## src/sv/ptlc_pkg.sv

```systemverilog
// ----------------------------------------------------------------------------
// ptlc_pkg: shared types and constants of the priority traffic light controller
// Holds the payload structs, the one-hot mode encoding, the lamp patterns and
// the register map used by the sequencer step logic and the top level.
// ----------------------------------------------------------------------------
package ptlc_pkg;

    localparam int TICK_W      = 10;
    localparam int LAMP_W      = 5;
    localparam int MODE_W      = 3;
    localparam int PEND_W      = 3;
    localparam int CFG_INDEX_W = 3;

    // Register map
    localparam logic [CFG_INDEX_W-1:0] CFG_NORMAL_PHASE = 3'd0;
    localparam logic [CFG_INDEX_W-1:0] CFG_EMERGENCY    = 3'd1;
    localparam logic [CFG_INDEX_W-1:0] CFG_WARN         = 3'd2;
    localparam logic [CFG_INDEX_W-1:0] CFG_WALK         = 3'd3;
    localparam logic [CFG_INDEX_W-1:0] CFG_BLINK        = 3'd4;

    // Register reset values
    localparam logic [TICK_W-1:0] RST_NORMAL_PHASE = 10'd50;
    localparam logic [TICK_W-1:0] RST_EMERGENCY    = 10'd100;
    localparam logic [TICK_W-1:0] RST_WARN         = 10'd50;
    localparam logic [TICK_W-1:0] RST_WALK         = 10'd100;
    localparam logic [TICK_W-1:0] RST_BLINK        = 10'd5;

    // Mode codes on the result channel
    localparam logic [MODE_W-1:0] MODE_NORMAL = 3'd0;
    localparam logic [MODE_W-1:0] MODE_EMERG  = 3'd1;
    localparam logic [MODE_W-1:0] MODE_WARN   = 3'd2;
    localparam logic [MODE_W-1:0] MODE_WALK   = 3'd3;
    localparam logic [MODE_W-1:0] MODE_MAINT  = 3'd4;

    // Pending request bit positions
    localparam int PEND_E = 0;
    localparam int PEND_P = 1;
    localparam int PEND_M = 2;

    // Lamp patterns: bit0 PD5, bit1 PD6, bit2 PD7, bit3 PB0, bit4 PB1
    localparam logic [LAMP_W-1:0] LAMP_PD6 = 5'h02;
    localparam logic [LAMP_W-1:0] PAT_A    = 5'h11;
    localparam logic [LAMP_W-1:0] PAT_B    = 5'h0C;

    typedef enum logic [4:0] {
        ST_NORMAL = 5'b00001,
        ST_EMERG  = 5'b00010,
        ST_WARN   = 5'b00100,
        ST_WALK   = 5'b01000,
        ST_MAINT  = 5'b10000
    } mode_t;

    typedef struct packed {
        logic emergency_req;
        logic pedestrian_req;
        logic maintenance_req;
        logic tick;
    } item_t;

    typedef struct packed {
        logic [LAMP_W-1:0] lamps;
        logic [MODE_W-1:0] mode;
    } result_t;

    typedef struct packed {
        logic [TICK_W-1:0] normal_phase_ticks;
        logic [TICK_W-1:0] emergency_ticks;
        logic [TICK_W-1:0] warn_ticks;
        logic [TICK_W-1:0] walk_ticks;
        logic [TICK_W-1:0] blink_ticks;
    } cfg_t;

    typedef struct packed {
        mode_t             mode;
        logic              phase;
        logic [TICK_W-1:0] count;
        logic [PEND_W-1:0] pend;
        logic [LAMP_W-1:0] lamp;
    } state_t;

    function automatic logic [MODE_W-1:0] mode_code(input mode_t m);
        logic [MODE_W-1:0] code;
        case (m)
            ST_EMERG: code = MODE_EMERG;
            ST_WARN:  code = MODE_WARN;
            ST_WALK:  code = MODE_WALK;
            ST_MAINT: code = MODE_MAINT;
            default:  code = MODE_NORMAL;
        endcase
        return code;
    endfunction

endpackage

```

## src/sv/ptlc_step.sv

```systemverilog
// ----------------------------------------------------------------------------
// ptlc_step: next-state logic of the traffic light sequencer
// Latches request edges, advances the tick counter of the current mode and
// resolves mode changes by priority, all for one transaction.
// ----------------------------------------------------------------------------
module ptlc_step
    import ptlc_pkg::*;
(
    input  state_t  state,
    input  cfg_t    cfg,
    input  item_t   item,
    output state_t  state_next,
    output result_t result
);

    // Serve pending requests; clears the counter.
    function automatic state_t dispatch(input state_t s);
        state_t d;
        d       = s;
        d.count = '0;
        if (s.pend[PEND_E]) begin
            d.mode = ST_EMERG;
            d.lamp = PAT_B;
        end
        else if (s.pend[PEND_P]) begin
            d.mode = ST_WARN;
            d.lamp = s.lamp | LAMP_PD6;
        end
        else if (s.pend[PEND_M]) begin
            d.mode = ST_MAINT;
            d.lamp = LAMP_PD6;
        end
        else begin
            d.mode = ST_NORMAL;
            d.lamp = s.phase ? PAT_B : PAT_A;
        end
        return d;
    endfunction

    state_t            s;
    logic [TICK_W-1:0] limit;
    logic [TICK_W-1:0] count_inc;
    logic              done;
    logic [TICK_W-1:0] count_adv;

    always_comb
    begin
        s      = state;
        s.pend = state.pend | {item.maintenance_req, item.pedestrian_req, item.emergency_req};

        case (state.mode)
            ST_EMERG: limit = cfg.emergency_ticks;
            ST_WARN:  limit = cfg.warn_ticks;
            ST_WALK:  limit = cfg.walk_ticks;
            ST_MAINT: limit = cfg.blink_ticks;
            default:  limit = cfg.normal_phase_ticks;
        endcase

        count_inc = state.count + 1'b1;
        done      = item.tick && (count_inc >= limit);
        count_adv = done ? '0 : count_inc;

        state_next = s;
        case (state.mode)
            ST_EMERG:
            begin
                if (item.tick) begin
                    state_next.count = count_adv;
                    if (done) begin
                        s.pend[PEND_E] = 1'b0;
                        state_next     = dispatch(s);
                    end
                end
            end
            ST_WARN:
            begin
                if (s.pend[PEND_E]) begin
                    s.pend[PEND_P] = 1'b0;
                    state_next     = dispatch(s);
                end
                else if (item.tick) begin
                    state_next.count = count_adv;
                    if (done) begin
                        state_next.mode = ST_WALK;
                        state_next.lamp = PAT_A;
                    end
                end
            end
            ST_WALK:
            begin
                if (s.pend[PEND_E] || done) begin
                    s.pend[PEND_P] = 1'b0;
                    state_next     = dispatch(s);
                end
                else if (item.tick) begin
                    state_next.count = count_adv;
                end
            end
            ST_MAINT:
            begin
                if (s.pend[PEND_E] || s.pend[PEND_P]) begin
                    s.pend[PEND_M] = 1'b0;
                    state_next     = dispatch(s);
                end
                else if (item.tick) begin
                    state_next.count = count_adv;
                    if (done) begin
                        state_next.lamp = state.lamp ^ LAMP_PD6;
                    end
                end
            end
            default:
            begin
                if (s.pend != '0) begin
                    state_next = dispatch(s);
                end
                else begin
                    state_next.mode = ST_NORMAL;
                    if (item.tick) begin
                        state_next.count = count_adv;
                    end
                    state_next.phase = state.phase ^ done;
                    state_next.lamp  = (state.phase ^ done) ? PAT_B : PAT_A;
                end
            end
        endcase

        result.lamps = state_next.lamp;
        result.mode  = mode_code(state_next.mode);
    end

endmodule

```

## src/sv/priority_traffic_light_controller_unit.sv

```systemverilog
// ----------------------------------------------------------------------------
// priority_traffic_light_controller_unit: prioritized traffic light sequencer
// Latches emergency, pedestrian and maintenance requests, times each mode in
// ticks and returns the lamp pattern and mode after every transaction.
// ----------------------------------------------------------------------------
// One transaction is taken per clock while item_stall is low and gives
// exactly one result. All of the sequencer update (request latching, one
// 10-bit counter add and compare, priority dispatch) sits between the state
// register and the result register, so the sustained rate is one item per
// cycle without result stalls. A two-entry output buffer (output register
// plus skid register) decouples the sides: item_stall rises only once both
// entries hold results, i.e. once result_stall has held off a full
// output register while a transaction was being
// accepted. The user must write timing registers through
// cfg_we/cfg_index/cfg_data only while no result is outstanding; the block
// does not check it. Writes to indexes past the last register are ignored.
module priority_traffic_light_controller_unit
    import ptlc_pkg::*;
(
    input  logic                   clk,
    input  logic                   rst_n,
    // input channel
    input  logic                   item_valid,
    output logic                   item_stall,
    input  item_t                  item,
    // result channel
    output logic                   result_valid,
    input  logic                   result_stall,
    output result_t                result,
    // configuration write port
    input  logic                   cfg_we,
    input  logic [CFG_INDEX_W-1:0] cfg_index,
    input  logic [TICK_W-1:0]      cfg_data
);

    cfg_t    cfg_reg;
    state_t  state_reg;
    state_t  state_next;
    result_t step_result;

    result_t out_data_reg;
    logic    out_valid_reg;
    result_t skid_data_reg;
    logic    skid_valid_reg;

    logic    accept;
    logic    take;

    // Stall the input only when both buffer entries are occupied.
    assign item_stall   = skid_valid_reg;
    assign accept       = item_valid && !item_stall;
    assign take         = out_valid_reg && !result_stall;
    assign result_valid = out_valid_reg;
    assign result       = out_data_reg;

    // Timing registers; unknown indexes drop the write.
    always_ff @(posedge clk or negedge rst_n)
    begin
        if (!rst_n) begin
            cfg_reg.normal_phase_ticks <= RST_NORMAL_PHASE;
            cfg_reg.emergency_ticks    <= RST_EMERGENCY;
            cfg_reg.warn_ticks         <= RST_WARN;
            cfg_reg.walk_ticks         <= RST_WALK;
            cfg_reg.blink_ticks        <= RST_BLINK;
        end
        else if (cfg_we) begin
            case (cfg_index)
                CFG_NORMAL_PHASE: cfg_reg.normal_phase_ticks <= cfg_data;
                CFG_EMERGENCY:    cfg_reg.emergency_ticks    <= cfg_data;
                CFG_WARN:         cfg_reg.warn_ticks         <= cfg_data;
                CFG_WALK:         cfg_reg.walk_ticks         <= cfg_data;
                CFG_BLINK:        cfg_reg.blink_ticks        <= cfg_data;
                default:          ;
            endcase
        end
    end

    ptlc_step u_step (
        .state      (state_reg),
        .cfg        (cfg_reg),
        .item       (item),
        .state_next (state_next),
        .result     (step_result)
    );

    // Advance the sequencer state once per accepted transaction.
    always_ff @(posedge clk or negedge rst_n)
    begin
        if (!rst_n) begin
            state_reg.mode  <= ST_NORMAL;
            state_reg.phase <= 1'b0;
            state_reg.count <= '0;
            state_reg.pend  <= '0;
            state_reg.lamp  <= '0;
        end
        else if (accept) begin
            state_reg <= state_next;
        end
    end

    // Output buffer control: the skid entry always drains into the output
    // register first, so result order is kept.
    always_ff @(posedge clk or negedge rst_n)
    begin
        if (!rst_n) begin
            out_valid_reg  <= 1'b0;
            skid_valid_reg <= 1'b0;
        end
        else if (skid_valid_reg) begin
            if (take) begin
                skid_valid_reg <= 1'b0;
            end
        end
        else if (accept) begin
            if (out_valid_reg && !take) begin
                skid_valid_reg <= 1'b1;
            end
            else begin
                out_valid_reg <= 1'b1;
            end
        end
        else if (take) begin
            out_valid_reg <= 1'b0;
        end
    end

    // Buffer payload; no reset needed.
    always_ff @(posedge clk)
    begin
        if (skid_valid_reg) begin
            if (take) begin
                out_data_reg <= skid_data_reg;
            end
        end
        else if (accept) begin
            if (out_valid_reg && !take) begin
                skid_data_reg <= step_result;
            end
            else begin
                out_data_reg <= step_result;
            end
        end
    end

    // The skid entry is never occupied while the output register is empty.
    a_skid_implies_out: assert property (@(posedge clk) disable iff (!rst_n)
        skid_valid_reg |-> out_valid_reg)
        else $error("skid entry valid while output register empty");

    // A transaction taken into an empty buffer is shown on the next clock.
    a_accept_shows: assert property (@(posedge clk) disable iff (!rst_n)
        (accept && !out_valid_reg) |=> (out_valid_reg && !skid_valid_reg))
        else $error("accepted transaction not presented");

    // A held skid entry keeps its data while the output stays stalled.
    a_skid_holds: assert property (@(posedge clk) disable iff (!rst_n)
        (skid_valid_reg && result_stall) |=> (skid_valid_reg && $stable(skid_data_reg)))
        else $error("skid entry lost under stall");

    // Results only carry defined mode codes.
    a_mode_code: assert property (@(posedge clk) disable iff (!rst_n)
        result_valid |-> (result.mode <= MODE_MAINT))
        else $error("result carries undefined mode code");

endmodule

```

## config.mk

```make
export PLATFORM = sky130hd
export DESIGN_NAME = priority_traffic_light_controller_unit
export DESIGN_NICKNAME = d
export VERILOG_FILES = /design/src/sv/ptlc_pkg.sv /design/src/sv/ptlc_step.sv /design/src/sv/priority_traffic_light_controller_unit.sv
export SDC_FILE = /design/constraint.sdc
export NUM_CORES = 1
export LEC_CHECK = 0
export BUFFER_PORTS_ARGS = -buffer_cell sky130_fd_sc_hd__buf_4
export CAP_MARGIN = 10
export CORE_MARGIN = 1
export CORE_UTILIZATION = 50
export CTS_CLUSTER_SIZE = 8
export DETAILED_ROUTE_END_ITERATION = 8
export GPL_TIMING_DRIVEN = 0
export PLACE_DENSITY_LB_ADDON = 0.25
export SLEW_MARGIN = 10
export SYNTH_ARGS = -nofsm -noshare
export SYNTH_HDL_FRONTEND = slang
export SYNTH_SLANG_ARGS = --single-unit
```

## constraint.sdc

```tcl
create_clock -name clk -period 8.3 [get_ports clk]
set_clock_uncertainty 0.1 [all_clocks]
set_input_delay 1.245 -clock clk [delete_from_list [all_inputs] [get_ports clk]]
set_output_delay 1.245 -clock clk [all_outputs]
set_load 0.05 [all_outputs]
```

==> metrics.yaml <==
tightest_slew_ns: 0.9619
synth.area.top_cells: "dfrtp_1 32%, mux2_2 13%, edfxtp_1 10%, dfstp_2 8.3%, a21oi_1 4.1%"
min_path_type: "flip-flop to flip-flop"
synthesis.nets: 465
num_vias: 3493
outcome: "finished clean"
pin_count: 32
setup_violations: 0
die_y_um: 99.73
clk_pin_slew_ns: 0.10
gr-total-overflow: 0
grt_pass1_vias: 3420
cts_inserted_buffers: 9
dp_hpwl_um: 7157
gp_congestion: 0.9274
min_period_over_period: 0.6740
async_reset_ff_frac: 0.8261
core_um2: 9240
routed_wl_um: 10310
rows: 35
cts_tree: "built"
hold_viol_final: 0
hold_slack_ns: 0.4002
rsz0062_at_grt: "no"
cap_violations: 0
diodes: 0
leakage_nw: 2.290
postRouteAntennaNets: 0
powerDensity_nw_per_um2: 314.5
cp.arrival_ns: 5.62
n_fill_cell: 790
ys_seq_elements: 92
area_delta_synth_final_pct: 12.39
clock_path_buffers: 2
worstSetupStartpointType: "flip-flop"
max_slew_margin: 0.3587
grt_max_degree: 77
cts.sink_count: 92
largest_reg_flops: 50
synth_area_um2: 4776
design.die.area_um2: 9946
drive_gt1_frac: 0.2803
dpl_worst_slack_ns: 2.848
ctsHtreeMaxLevel: 3
reg2reg_depth: 20
avgSynthCellArea_um2: 11.08
fin_crit_ns: 5.595
setup_ws_ns: 2.705
start_util: 0.5169
top_layer: "met4"
met3WireLength_um: 606
drv_slew: 0
postCtsSetupBuffers: 0
dpl.cell_count: 591
post_cts_resized: 0
ys_types: 57
track_usage: 0.2243
crit_required_ns: 8.32
post-synth-top-area-fraction: 0.3196
drt-vias-per-instance: 5.755
worstPathMaxFanout: 10
seqCellArea_um2: 2401
cts_root_buf: "clkbuf_8"
yosysTopAreaCell: "dfrtp_1"
wl_per_cell_um: 16.99
clock.fmax_mhz: 178.7
multi_input_area_um2: 2238
end_kind: "flip-flop"
ctsHoldBuffers: 0
wl_met2_um: 4943
peakVddDrop_uv: 133.7
synthCells: 431
drtIter0Drc: 171
grt_pass1_wl_um: 17310
setup_tns_ns: 0
insertion_delay_ns: 0.37
wl_met1_um: 4594
fin_nets: 507
dr.pass1.iters: 5
antenna_found_initial: 0
hold_depth: 1
portBuffers: 30
ys_seq_area_frac: 0.5028
die_w_um: 99.73
route.detailed.drc: 0
synth-edff-count: 16
fin_cells: 607
worst-setup-path-type: "flip-flop to flip-flop"
yosys_warnings: 0
synthFlopType: "dfrtp_1"
power_mw: 1.688
[cells in the mapped netlist, types with 10 or more instances]
library cell / count
mux2_2: 57
and3_1: 10
o21ai_0: 11
a21oi_1: 39
nand2_1: 39
dfrtp_1: 61
edfxtp_1: 16
nor2_1: 18
ha_1: 12
a22oi_1: 20
dfstp_2: 15
clkbuf_1: 17
[routing by layer]
layer,GRT usage,vias up
li1,-,1666
met1,0.3046,1691
met2,0.3682,116
met3,0.04076,20
met4,0.06561,0
met5,0,-
[power breakdown]
group | internal [mW] | switching, mW | leakage [nW] | total [mW]
Sequential | 0.594 | 0.0624 | 1.06 | 0.657
Combinational | 0.288 | 0.451 | 1.14 | 0.739
Clock | 0.116 | 0.176 | 0.0943 | 0.292
[layout make-up]
cell class                      count  share of cell area
Inverter                           10            0.006993
Sequential cell                    92              0.4473
Buffer                             23             0.01935
Multi-Input combinational cell    306              0.4170
Clock inverter                      7             0.01212
Timing Repair Buffer               31             0.04406
Clock buffer                        9             0.02308
Tap cell                          129             0.03007
[layout by cell type, fill, tap and decap left out, types with 5 or more instances in the layout]
cell type and count:
nand2_1 39, mux2_2 57, xor2_1 6, inv_1 8, edfxtp_1 16, mux2i_1 9
a22oi_1 20, buf_4 30, o21ai_1 8, o21ai_0 11, dfstp_2 15, nand3_1 9
nor2_1 18, clkbuf_8 9, a31oi_1 5, a21o_1 8, ha_1 12, and3_1 10
clkbuf_1 17, a21oi_1 39, dfrtp_1 61
[final timing paths]
kind / from / slack (ns) / to
max in group asynchronous: rst_n / 6.57 / state_reg[6]$_DFFE_PN0P_
setup / recovery: state_reg[22]$_DFFE_PN0P_ / 2.71 / result[4]$_DFFE_PP_
hold reg to reg: state_reg[0]$_DFFE_PN0P_ / 0.40 / state_reg[0]$_DFFE_PN0P_
hold / removal: state_reg[0]$_DFFE_PN0P_ / 0.40 / state_reg[0]$_DFFE_PN0P_
setup reg to reg: state_reg[22]$_DFFE_PN0P_ / 2.71 / result[4]$_DFFE_PP_
min in group asynchronous: rst_n / 0.91 / cfg_reg[39]$_DFFE_PN0P_
[metrics by stage]
| stage | util | instance area, µm² |
|---|---|---|
| final | 0.5809 | 5368 |
| after detailed placement | 0.5605 | 5179 |
| after CTS | 0.5809 | 5368 |
| after floorplan | - | 4776 |
| after global placement | 0.5587 | 5162 |
| after global routing | 0.5809 | 5368 |
[worst max-delay path: stages (launching register included)]
cell and delay [ns]:
dfrtp_1 0.45, nor3_1 0.30, and3b_1 0.30, clkbuf_1 0.39, buf_1 0.55, a22oi_1 0.14
nand2_1 0.12, a21oi_1 0.05, ha_1 0.34, a21o_1 0.18, a21oi_1 0.13, o21ai_1 0.10
o21ai_1 0.45, buf_2 0.31, buf_2 0.25, ha_1 0.15, a21oi_1 0.06, o21ai_0 0.18
a21oi_1 0.08, or3_1 0.42, mux2_2 0.28
[cells by family after synthesis]
logic type / Yosys count / synth area share
muxes: 66 / 0.1533
adders and majority gates: 12 / 0.03144
buffers and inverters: 33 / 0.02960
AOI/OAI and AO/OA: 113 / 0.1509
DFF: 92 / 0.5028
xor gates and xnor gates: 10 / 0.01834
and+or+nand+nor: 105 / 0.1137
(Power assumes the default switching activity.)
